**src/rtl/frc_pkg.sv**
```systemverilog
// ----------------------------------------------------------------------------
// frc_pkg
// Shared types and codes for the fraction reduce and compare block.
// ----------------------------------------------------------------------------
package frc_pkg;

    localparam logic [1:0] ORDER_LESS    = 2'd0;
    localparam logic [1:0] ORDER_EQUAL   = 2'd1;
    localparam logic [1:0] ORDER_GREATER = 2'd2;

    typedef enum logic [2:0] {
        TOP_IDLE,
        TOP_START_A,
        TOP_WAIT_A,
        TOP_START_B,
        TOP_WAIT_B,
        TOP_MUL_LEFT,
        TOP_MUL_RIGHT,
        TOP_COMPARE
    } frc_top_state_t;

    typedef enum logic [2:0] {
        CORE_IDLE,
        CORE_GCD,
        CORE_DIV_NUM,
        CORE_DIV_DEN,
        CORE_DONE
    } frc_core_state_t;

    typedef struct packed {
        logic done;
    } frc_core_stat_t;

endpackage

```
**src/rtl/frc_in_if.sv**
```systemverilog
// ----------------------------------------------------------------------------
// frc_in_if
// Operand channel: two signed fractions per transaction.
// ----------------------------------------------------------------------------
interface frc_in_if #(
    parameter int VALUE_WIDTH = 16
);
    logic                          valid;
    logic                          ready;
    logic signed [VALUE_WIDTH-1:0] a_num;
    logic signed [VALUE_WIDTH-1:0] a_den;
    logic signed [VALUE_WIDTH-1:0] b_num;
    logic signed [VALUE_WIDTH-1:0] b_den;

    modport source (output valid, a_num, a_den, b_num, b_den, input ready);
    modport sink   (input valid, a_num, a_den, b_num, b_den, output ready);
endinterface

```
**src/rtl/frc_out_if.sv**
```systemverilog
// ----------------------------------------------------------------------------
// frc_out_if
// Result channel: both reduced fractions and their order per transaction.
// ----------------------------------------------------------------------------
interface frc_out_if #(
    parameter int VALUE_WIDTH = 16
);
    logic                          valid;
    logic                          ready;
    logic signed [VALUE_WIDTH-1:0] a_num_reduced;
    logic signed [VALUE_WIDTH-1:0] a_den_reduced;
    logic signed [VALUE_WIDTH-1:0] b_num_reduced;
    logic signed [VALUE_WIDTH-1:0] b_den_reduced;
    logic [1:0]                    order;

    modport source (output valid, a_num_reduced, a_den_reduced, b_num_reduced,
                    b_den_reduced, order, input ready);
    modport sink   (input valid, a_num_reduced, a_den_reduced, b_num_reduced,
                    b_den_reduced, order, output ready);
endinterface

```
**src/rtl/frc_reduce_core.sv**
```systemverilog
// ----------------------------------------------------------------------------
// frc_reduce_core
// Reduces one signed fraction by the gcd of its magnitudes: binary gcd, then
// two restoring divisions (skipped when both magnitudes are zero), all through one shared subtractor.
// ----------------------------------------------------------------------------
module frc_reduce_core
    import frc_pkg::*;
#(
    parameter int VALUE_WIDTH = 16
)(
    input  logic                          clk,
    input  logic                          rst_n,
    input  logic                          start,
    input  logic signed [VALUE_WIDTH-1:0] num,
    input  logic signed [VALUE_WIDTH-1:0] den,
    output frc_core_stat_t                stat,
    output logic signed [VALUE_WIDTH-1:0] num_reduced,
    output logic signed [VALUE_WIDTH-1:0] den_reduced
);

    localparam int W  = VALUE_WIDTH;
    localparam int CW = $clog2(W);

    frc_core_state_t state_reg, state_next;

    logic          num_neg_reg, num_neg_next;
    logic          den_neg_reg, den_neg_next;
    logic [W-1:0]  mag_n_reg, mag_n_next;
    logic [W-1:0]  mag_d_reg, mag_d_next;
    logic [W-1:0]  x_reg, x_next;
    logic [W-1:0]  y_reg, y_next;
    logic [CW-1:0] k_reg, k_next;
    logic [W-1:0]  g_reg, g_next;
    logic [W-1:0]  rem_reg, rem_next;
    logic [W-1:0]  quo_reg, quo_next;
    logic [CW-1:0] cnt_reg, cnt_next;
    logic [W-1:0]  qn_reg, qn_next;
    logic [W-1:0]  qd_reg, qd_next;

    logic [W-1:0]  num_u;
    logic [W-1:0]  den_u;
    logic [W-1:0]  mag_num;
    logic [W-1:0]  mag_den;
    logic [W:0]    sub_a;
    logic [W:0]    sub_b;
    logic [W+1:0]  sub_diff;
    logic          sub_ge;
    logic          gcd_end;
    logic [W-1:0]  gcd_val;
    logic [W-1:0]  quo_step;
    logic          div_last;

    assign num_u   = num;
    assign den_u   = den;
    assign mag_num = num_u[W-1] ? ({W{1'b0}} - num_u) : num_u;
    assign mag_den = den_u[W-1] ? ({W{1'b0}} - den_u) : den_u;

    always_comb
    begin
        if (state_reg == CORE_GCD)
        begin
            sub_a = {1'b0, x_reg};
            sub_b = {1'b0, y_reg};
        end
        else
        begin
            sub_a = {rem_reg, quo_reg[W-1]};
            sub_b = {1'b0, g_reg};
        end
    end

    assign sub_diff = {1'b0, sub_a} - {1'b0, sub_b};
    assign sub_ge   = !sub_diff[W+1];
    assign gcd_end  = (x_reg == '0) || (y_reg == '0);
    assign gcd_val  = (x_reg | y_reg) << k_reg;
    assign quo_step = {quo_reg[W-2:0], sub_ge};
    assign div_last = (cnt_reg == CW'(W - 1));

    always_comb
    begin
        state_next = state_reg;
        case (state_reg)
            CORE_IDLE:
            begin
                if (start)
                begin
                    state_next = CORE_GCD;
                end
            end
            CORE_GCD:
            begin
                if (gcd_end)
                begin
                    state_next = (gcd_val == '0) ? CORE_DONE : CORE_DIV_NUM;
                end
            end
            CORE_DIV_NUM:
            begin
                if (div_last)
                begin
                    state_next = CORE_DIV_DEN;
                end
            end
            CORE_DIV_DEN:
            begin
                if (div_last)
                begin
                    state_next = CORE_DONE;
                end
            end
            CORE_DONE:
            begin
                state_next = CORE_IDLE;
            end
            default:
            begin
                state_next = CORE_IDLE;
            end
        endcase
    end

    always_comb
    begin
        num_neg_next = num_neg_reg;
        den_neg_next = den_neg_reg;
        mag_n_next   = mag_n_reg;
        mag_d_next   = mag_d_reg;
        x_next       = x_reg;
        y_next       = y_reg;
        k_next       = k_reg;
        g_next       = g_reg;
        rem_next     = rem_reg;
        quo_next     = quo_reg;
        cnt_next     = cnt_reg;
        qn_next      = qn_reg;
        qd_next      = qd_reg;
        case (state_reg)
            CORE_IDLE:
            begin
                if (start)
                begin
                    num_neg_next = num_u[W-1];
                    den_neg_next = den_u[W-1];
                    mag_n_next   = mag_num;
                    mag_d_next   = mag_den;
                    x_next       = mag_num;
                    y_next       = mag_den;
                    k_next       = '0;
                end
            end
            CORE_GCD:
            begin
                if (gcd_end)
                begin
                    g_next   = gcd_val;
                    qn_next  = mag_n_reg;
                    qd_next  = mag_d_reg;
                    quo_next = mag_n_reg;
                    rem_next = '0;
                    cnt_next = '0;
                end
                else if (!x_reg[0] && !y_reg[0])
                begin
                    x_next = x_reg >> 1;
                    y_next = y_reg >> 1;
                    k_next = k_reg + 1'b1;
                end
                else if (!x_reg[0])
                begin
                    x_next = x_reg >> 1;
                end
                else if (!y_reg[0])
                begin
                    y_next = y_reg >> 1;
                end
                else if (sub_ge)
                begin
                    x_next = sub_diff[W-1:0];
                end
                else
                begin
                    x_next = y_reg;
                    y_next = x_reg;
                end
            end
            CORE_DIV_NUM, CORE_DIV_DEN:
            begin
                rem_next = sub_ge ? sub_diff[W-1:0] : sub_a[W-1:0];
                quo_next = quo_step;
                cnt_next = cnt_reg + 1'b1;
                if (div_last)
                begin
                    if (state_reg == CORE_DIV_NUM)
                    begin
                        qn_next  = quo_step;
                        quo_next = mag_d_reg;
                        rem_next = '0;
                        cnt_next = '0;
                    end
                    else
                    begin
                        qd_next = quo_step;
                    end
                end
            end
            default:
            begin
            end
        endcase
    end

    always_ff @(posedge clk or negedge rst_n)
    begin
        if (!rst_n)
        begin
            state_reg <= CORE_IDLE;
        end
        else
        begin
            state_reg <= state_next;
        end
    end

    always_ff @(posedge clk)
    begin
        num_neg_reg <= num_neg_next;
        den_neg_reg <= den_neg_next;
        mag_n_reg   <= mag_n_next;
        mag_d_reg   <= mag_d_next;
        x_reg       <= x_next;
        y_reg       <= y_next;
        k_reg       <= k_next;
        g_reg       <= g_next;
        rem_reg     <= rem_next;
        quo_reg     <= quo_next;
        cnt_reg     <= cnt_next;
        qn_reg      <= qn_next;
        qd_reg      <= qd_next;
    end

    assign stat.done   = (state_reg == CORE_DONE);
    assign num_reduced = num_neg_reg ? ({W{1'b0}} - qn_reg) : qn_reg;
    assign den_reduced = den_neg_reg ? ({W{1'b0}} - qd_reg) : qd_reg;

endmodule

```
**src/rtl/fraction_reduce_and_compare_top.sv**
```systemverilog
// ----------------------------------------------------------------------------
// fraction_reduce_and_compare_top
// Reduces two signed fractions by their gcds and orders them by cross product.
// ----------------------------------------------------------------------------
//  channel   direction  handshake      payload
//  operands  sink       valid / ready  a_num, a_den, b_num, b_den
//  result    source     valid / ready  a/b num/den reduced, order
//
//  One transaction at a time; ready is high only in the idle state.
//  Each fraction runs through the reduce core: binary gcd plus two W-bit
//  divisions; then two multiply steps form the cross products, and a compare.
//  The result register frees the input side while a result waits.
//  rst_n clears the sequencers and the result valid flag asynchronously.
// ----------------------------------------------------------------------------
module fraction_reduce_and_compare_top
    import frc_pkg::*;
#(
    parameter int VALUE_WIDTH = 16
)(
    input  logic      clk,
    input  logic      rst_n,
    frc_in_if.sink    operands,
    frc_out_if.source result
);

    localparam int W = VALUE_WIDTH;

    frc_top_state_t state_reg, state_next;

    logic signed [W-1:0]   an_reg, ad_reg, bn_reg, bd_reg;
    logic signed [2*W-1:0] left_reg, right_reg;
    logic signed [W-1:0]   out_an_reg, out_ad_reg, out_bn_reg, out_bd_reg;
    logic [1:0]            out_order_reg;
    logic                  out_valid_reg, out_valid_next;

    logic                  in_ready;
    logic                  core_start;
    logic                  load_a;
    logic                  load_b;
    logic                  out_load;
    logic                  out_free;
    logic signed [W-1:0]   core_num;
    logic signed [W-1:0]   core_den;
    frc_core_stat_t        core_stat;
    logic signed [W-1:0]   core_num_red;
    logic signed [W-1:0]   core_den_red;
    logic signed [W-1:0]   mul_x;
    logic signed [W-1:0]   mul_y;
    logic signed [2*W-1:0] mul_prod;
    logic [1:0]            order_calc;

    assign out_free = !out_valid_reg || result.ready;

    always_comb
    begin
        state_next = state_reg;
        case (state_reg)
            TOP_IDLE:
            begin
                if (operands.valid)
                begin
                    state_next = TOP_START_A;
                end
            end
            TOP_START_A:   state_next = TOP_WAIT_A;
            TOP_WAIT_A:
            begin
                if (core_stat.done)
                begin
                    state_next = TOP_START_B;
                end
            end
            TOP_START_B:   state_next = TOP_WAIT_B;
            TOP_WAIT_B:
            begin
                if (core_stat.done)
                begin
                    state_next = TOP_MUL_LEFT;
                end
            end
            TOP_MUL_LEFT:  state_next = TOP_MUL_RIGHT;
            TOP_MUL_RIGHT: state_next = TOP_COMPARE;
            TOP_COMPARE:
            begin
                if (out_free)
                begin
                    state_next = TOP_IDLE;
                end
            end
            default:       state_next = TOP_IDLE;
        endcase
    end

    always_comb
    begin
        in_ready   = 1'b0;
        core_start = 1'b0;
        load_a     = 1'b0;
        load_b     = 1'b0;
        out_load   = 1'b0;
        case (state_reg)
            TOP_IDLE:    in_ready   = 1'b1;
            TOP_START_A,
            TOP_START_B: core_start = 1'b1;
            TOP_WAIT_A:  load_a     = core_stat.done;
            TOP_WAIT_B:  load_b     = core_stat.done;
            TOP_COMPARE: out_load   = out_free;
            default:
            begin
            end
        endcase
    end

    assign core_num = (state_reg == TOP_START_A) ? an_reg : bn_reg;
    assign core_den = (state_reg == TOP_START_A) ? ad_reg : bd_reg;

    frc_reduce_core #(
        .VALUE_WIDTH (W)
    ) u_core (
        .clk         (clk),
        .rst_n       (rst_n),
        .start       (core_start),
        .num         (core_num),
        .den         (core_den),
        .stat        (core_stat),
        .num_reduced (core_num_red),
        .den_reduced (core_den_red)
    );

    assign mul_x    = (state_reg == TOP_MUL_LEFT) ? an_reg : bn_reg;
    assign mul_y    = (state_reg == TOP_MUL_LEFT) ? bd_reg : ad_reg;
    assign mul_prod = (2*W)'(mul_x) * (2*W)'(mul_y);

    always_comb
    begin
        if (left_reg < right_reg)
        begin
            order_calc = ORDER_LESS;
        end
        else if (left_reg == right_reg)
        begin
            order_calc = ORDER_EQUAL;
        end
        else
        begin
            order_calc = ORDER_GREATER;
        end
    end

    always_comb
    begin
        out_valid_next = out_valid_reg;
        if (out_load)
        begin
            out_valid_next = 1'b1;
        end
        else if (result.ready)
        begin
            out_valid_next = 1'b0;
        end
    end

    always_ff @(posedge clk or negedge rst_n)
    begin
        if (!rst_n)
        begin
            state_reg     <= TOP_IDLE;
            out_valid_reg <= 1'b0;
        end
        else
        begin
            state_reg     <= state_next;
            out_valid_reg <= out_valid_next;
        end
    end

    always_ff @(posedge clk)
    begin
        if (in_ready && operands.valid)
        begin
            an_reg <= operands.a_num;
            ad_reg <= operands.a_den;
            bn_reg <= operands.b_num;
            bd_reg <= operands.b_den;
        end
        if (load_a)
        begin
            an_reg <= core_num_red;
            ad_reg <= core_den_red;
        end
        if (load_b)
        begin
            bn_reg <= core_num_red;
            bd_reg <= core_den_red;
        end
        if (state_reg == TOP_MUL_LEFT)
        begin
            left_reg <= mul_prod;
        end
        if (state_reg == TOP_MUL_RIGHT)
        begin
            right_reg <= mul_prod;
        end
        if (out_load)
        begin
            out_an_reg    <= an_reg;
            out_ad_reg    <= ad_reg;
            out_bn_reg    <= bn_reg;
            out_bd_reg    <= bd_reg;
            out_order_reg <= order_calc;
        end
    end

    assign operands.ready       = in_ready;
    assign result.valid         = out_valid_reg;
    assign result.a_num_reduced = out_an_reg;
    assign result.a_den_reduced = out_ad_reg;
    assign result.b_num_reduced = out_bn_reg;
    assign result.b_den_reduced = out_bd_reg;
    assign result.order         = out_order_reg;

endmodule

```
**src/flat_wrapper.sv**
```systemverilog
// flat-port wrapper written by rule: the top's interface ports become plain ports
module fraction_reduce_and_compare_top_flat import frc_pkg::*;
#(
    parameter int VALUE_WIDTH = 16
)
  (clk, rst_n, operands_valid, operands_a_num, operands_a_den, operands_b_num, operands_b_den, operands_ready, result_valid, result_a_num_reduced, result_a_den_reduced, result_b_num_reduced, result_b_den_reduced, result_order, result_ready);
  frc_in_if #(.VALUE_WIDTH(VALUE_WIDTH)) operands_i ();
  frc_out_if #(.VALUE_WIDTH(VALUE_WIDTH)) result_i ();
  input  logic clk;
  input  logic rst_n;
  input wire logic [$bits(operands_i.valid)-1:0] operands_valid;
  input wire logic [$bits(operands_i.a_num)-1:0] operands_a_num;
  input wire logic [$bits(operands_i.a_den)-1:0] operands_a_den;
  input wire logic [$bits(operands_i.b_num)-1:0] operands_b_num;
  input wire logic [$bits(operands_i.b_den)-1:0] operands_b_den;
  output wire logic [$bits(operands_i.ready)-1:0] operands_ready;
  output wire logic [$bits(result_i.valid)-1:0] result_valid;
  output wire logic [$bits(result_i.a_num_reduced)-1:0] result_a_num_reduced;
  output wire logic [$bits(result_i.a_den_reduced)-1:0] result_a_den_reduced;
  output wire logic [$bits(result_i.b_num_reduced)-1:0] result_b_num_reduced;
  output wire logic [$bits(result_i.b_den_reduced)-1:0] result_b_den_reduced;
  output wire logic [$bits(result_i.order)-1:0] result_order;
  input wire logic [$bits(result_i.ready)-1:0] result_ready;
  assign operands_i.valid = operands_valid;
  assign operands_i.a_num = operands_a_num;
  assign operands_i.a_den = operands_a_den;
  assign operands_i.b_num = operands_b_num;
  assign operands_i.b_den = operands_b_den;
  assign operands_ready = operands_i.ready;
  assign result_valid = result_i.valid;
  assign result_a_num_reduced = result_i.a_num_reduced;
  assign result_a_den_reduced = result_i.a_den_reduced;
  assign result_b_num_reduced = result_i.b_num_reduced;
  assign result_b_den_reduced = result_i.b_den_reduced;
  assign result_order = result_i.order;
  assign result_i.ready = result_ready;
  fraction_reduce_and_compare_top #(.VALUE_WIDTH(VALUE_WIDTH)) u_core (.clk(clk), .rst_n(rst_n), .operands(operands_i), .result(result_i));
endmodule
```
**config.mk**
```make
export PLATFORM = sky130hd
export DESIGN_NAME = fraction_reduce_and_compare_top_flat
export DESIGN_NICKNAME = d
export VERILOG_FILES = /design/src/rtl/frc_pkg.sv /design/src/rtl/frc_in_if.sv /design/src/rtl/frc_out_if.sv /design/src/rtl/frc_reduce_core.sv /design/src/rtl/fraction_reduce_and_compare_top.sv /design/src/flat_wrapper.sv
export SDC_FILE = /design/constraint.sdc
export NUM_CORES = 1
export LEC_CHECK = 0
export ABC_CLOCK_PERIOD_IN_PS = 17100
export BUFFER_PORTS_ARGS = -buffer_cell sky130_fd_sc_hd__buf_4
export CELL_PAD_IN_SITES_DETAIL_PLACEMENT = 0
export CELL_PAD_IN_SITES_GLOBAL_PLACEMENT = 1
export CORE_AREA = 2 2 267 269
export CTS_BUF_LIST = sky130_fd_sc_hd__clkbuf_8
export DETAILED_ROUTE_END_ITERATION = 8
export DIE_AREA = 0 0 269 271
export GPL_ROUTABILITY_DRIVEN = 0
export HOLD_SLACK_MARGIN = 0.15
export PLACE_DENSITY_LB_ADDON = 0.1
export SLEW_MARGIN = 20
export SYNTH_ARGS = -nofsm -noshare
export SYNTH_HDL_FRONTEND = slang
export SYNTH_SLANG_ARGS = --single-unit
```
**constraint.sdc**
```tcl
create_clock -name clk -period 17.1 [get_ports clk]
set_input_delay 1.71 -clock clk [delete_from_list [all_inputs] [get_ports clk]]
set_output_delay 1.71 -clock clk [all_outputs]
set_load 0.02 [all_outputs]
```
==> impl_metrics.yaml <==
floorplan:
  initial_standard_cell_utilization_of_the_core: 0.399
  io_pins: 136
  coreArea_um2: 69800
  std_cell_rows: 97
  die-height_um: 271
  die_w_um: 269
  fp.dieArea_um2: 72900
routing:
  vias: 20250
  drc_errors: 0
  route.antenna.remaining_nets: 0
  routed_wire_length_per_instance_um: 23.2
  drt-initial-drc-count: 1530
  routed_wl_mm: 88.1
  drt_pre_antenna_iters: 5
  route.detailed.vias_per_inst: 5.32
synthesis:
  netlist-cell-type-count: 72
  synthesis.area_per_instance_um2: 10.4
  synth_sequential_area_ratio: 0.382
  synth_cells: 2667
  synth_enable_flop_cells: 348
  synthArstFlopShare: 0.0197
  synthesis.nets: 3134
  ys.warnings.count: 0
  area_of_the_mapped_netlist_um2: 27800
  ys_ff_latch: 355
  ys.flop_type: "sky130_fd_sc_hd__edfxtp_1"
critical_path:
  worstSetupStartpointType: "flop"
  largest_fanout_on_the_critical_path: 57
  reg2reg_slack_ns: 8.65
  timing.rr.end: "u_core.left_reg[31]"
  critical_path.endpoint: "u_core.left_reg[31]"
  worstPathArrival_ns: 8.85
  reg2regPathDepth: 25
  crit_type: "flop to flop"
  worst_r2r_startpoint: "u_core.state_reg[1]"
  critical_path_required_ns: 17.50
  crit_start: "u_core.state_reg[1]"
  end_kind: "flop"
clocking:
  post-cts-setup-buffer-count: 0
  cts_resized: 0
  cts_max_path_buffers: 3
  cts_clock_pin_slew_for_the_worst_setup_and_hold_paths_ns: 0.07
  h-tree-depth: 2
  tritoncts_num_sinks: 355
  cts_hold_buf: 0
  tritoncts: "done"
  clock-root-buffer: "sky130_fd_sc_hd__clkbuf_8"
  clock_latency_of_the_later_clocked_register_in_the_worst_skew_pair_ns: 0.69
  clock_buffers_created_by_tritoncts: 61
place:
  io_buffers: 135
  hpwlAfterDp_mm: 67.9
  postPlaceCellArea_um2: 30100
timing:
  setup-tns-final_ns: 0
  timing.final.crit_share: 0.494
  tightest_slew_ns: 1.14
  period_minus_slack_ns: 8.45
  hold_viol_final: 0
  report.final.setup_viol: 0
  achievable-frequency_ghz: 0.118
  fin_hold_ws_ns: 0.524
  relSlewSlack: 0.231
  rsz_0062_raised_after_global_routing: "no"
  clock-skew-final_ns: 0.0267
  timing_max_transition_violations_final: 0
cells_and_area:
  final_core_util: 0.450
  layout-drive-gt1-share: 0.121
  layout.cells.most_common: "sky130_fd_sc_hd__nand2_1"
  area_growth_syn_to_layout_pct: 12.8
  final_cell_mix: "sky130_fd_sc_hd__nand2_1, sky130_fd_sc_hd__inv_1, sky130_fd_sc_hd__edfxtp_1, sky130_fd_sc_hd__fa_1, sky130_fd_sc_hd__nor2_1"
  final_nets: 3285
  postLayoutCellArea_um2: 31400
worst_hold_path:
  holdCritPathClass: "flop to flop"
global_route:
  antenna_found_initial: 3
  grt_pass1_vias: 21149
  grtUsageTotal: 0.244
  wire_length_of_the_first_global_routing_pass_mm: 131
  grt_start_max_net_pins: 64
  overflow: 0
outcome:
  run_status: "finished clean"
job:
  max_cap_viol_count: 0
## cells in the mapped netlist, types with 14 or more instances
cell / count / area share
sky130_fd_sc_hd__o21a_1: 17 / 0.0046
sky130_fd_sc_hd__xor2_1: 46 / 0.014
sky130_fd_sc_hd__inv_1: 342 / 0.046
sky130_fd_sc_hd__nand2_1: 402 / 0.054
sky130_fd_sc_hd__mux2i_1: 128 / 0.046
sky130_fd_sc_hd__nand4_1: 14 / 0.0031
sky130_fd_sc_hd__or3_1: 14 / 0.0031
sky130_fd_sc_hd__ha_1: 136 / 0.061
sky130_fd_sc_hd__and3_1: 20 / 0.0045
sky130_fd_sc_hd__a21o_1: 21 / 0.0057
sky130_fd_sc_hd__o21ai_0: 128 / 0.023
sky130_fd_sc_hd__nor4_1: 20 / 0.0045
sky130_fd_sc_hd__nand3_1: 24 / 0.0043
sky130_fd_sc_hd__nor2_1: 226 / 0.030
sky130_fd_sc_hd__fa_1: 263 / 0.19
sky130_fd_sc_hd__nand2b_1: 14 / 0.0031
sky130_fd_sc_hd__edfxtp_1: 348 / 0.38
sky130_fd_sc_hd__mux2_2: 44 / 0.018
sky130_fd_sc_hd__a21oi_1: 98 / 0.018
sky130_fd_sc_hd__xnor2_1: 54 / 0.017
sky130_fd_sc_hd__buf_1: 14 / 0.0019
sky130_fd_sc_hd__clkbuf_1: 69 / 0.0093
sky130_fd_sc_hd__nor3_1: 56 / 0.010
## worst max-delay path: stages (launching register included)
cell and delay, ns:
sky130_fd_sc_hd__dfrtp_1 0.56, sky130_fd_sc_hd__nand3b_1 0.17, sky130_fd_sc_hd__buf_4 0.68, sky130_fd_sc_hd__inv_1 0.14, sky130_fd_sc_hd__buf_4 0.36, sky130_fd_sc_hd__nand2_1 0.13
sky130_fd_sc_hd__nand2_1 0.21, sky130_fd_sc_hd__nand2_1 0.19, sky130_fd_sc_hd__inv_1 0.10, sky130_fd_sc_hd__fa_1 0.64, sky130_fd_sc_hd__fa_1 0.89, sky130_fd_sc_hd__fa_1 0.52
sky130_fd_sc_hd__fa_1 0.51, sky130_fd_sc_hd__fa_1 0.49, sky130_fd_sc_hd__inv_1 0.05, sky130_fd_sc_hd__fa_1 0.48, sky130_fd_sc_hd__inv_1 0.04, sky130_fd_sc_hd__ha_1 0.41
sky130_fd_sc_hd__nand4_1 0.16, sky130_fd_sc_hd__nor3_1 0.21, sky130_fd_sc_hd__o221ai_1 0.17, sky130_fd_sc_hd__o211ai_1 0.41, sky130_fd_sc_hd__nand4_1 0.18, sky130_fd_sc_hd__nand4b_1 0.13
sky130_fd_sc_hd__a21oi_1 0.08, sky130_fd_sc_hd__xnor2_1 0.15
## through the flow
| stage | std cells | setup slack, ns |
|---|---|---|
| finish | 3806 | 8.65 |
| detailed placement | 3695 | 8.71 |
| floorplan | 2667 | 9.46 |
| CTS | 3805 | 8.68 |
| global placement | 3695 | 8.87 |
| global route | 3806 | 8.11 |
## how the worst min path moves through the flow
stage                           start                              end  slack, ns  depth (start not counted)
finish              u_core.an_reg[11]  u_core.result.a_num_reduced[11]       0.52                          0
global route         u_core.bd_reg[0]   u_core.result.b_den_reduced[0]       0.53                          0
CTS                  u_core.bd_reg[0]   u_core.result.b_den_reduced[0]       0.52                          0
detailed placement   u_core.bd_reg[0]   u_core.result.b_den_reduced[0]       0.51                          0
global placement     u_core.bd_reg[0]   u_core.result.b_den_reduced[0]       0.50                          0
floorplan            u_core.bd_reg[0]   u_core.result.b_den_reduced[0]       0.45                          0
## cell type report
class | count | area [µm²]
repair buffers | 179 | 1340
fillers | 6735 | 38400
diodes | 1 | 2.50
flip-flops and latches | 355 | 10600
well taps | 940 | 1180
inverters | 344 | 1290
clock inverters | 48 | 478
clock buffers | 62 | 853
multi-input cells | 1877 | 15600
## logic make-up after synthesis
kind of cell	Yosys count	share of synthesized area
AO/OA/AOI/OAI	358	0.0777
XOR/XNOR	100	0.0315
buffers and inverters	435	0.0592
multiplexers	178	0.0687
flip-flops	355	0.382
AND/OR/NAND/NOR	842	0.131
adder cells (fa/ha/maj)	399	0.250
## per-layer routing
layer | global-route usage | vias to the layer above | wire length (µm) | share of wire
met5 | 0 | - | 13 | 0.00015
met4 | 0.0906 | 2 | 3390 | 0.038
met3 | 0.0399 | 164 | 4840 | 0.055
met2 | 0.414 | 595 | 43100 | 0.49
met1 | 0.311 | 10163 | 36800 | 0.42
li1 | - | 9326 | - | -
Power is left out: the tool's default activity adds up to more than one toggle a clock period on the data nets, which glitch-free logic cannot reach.
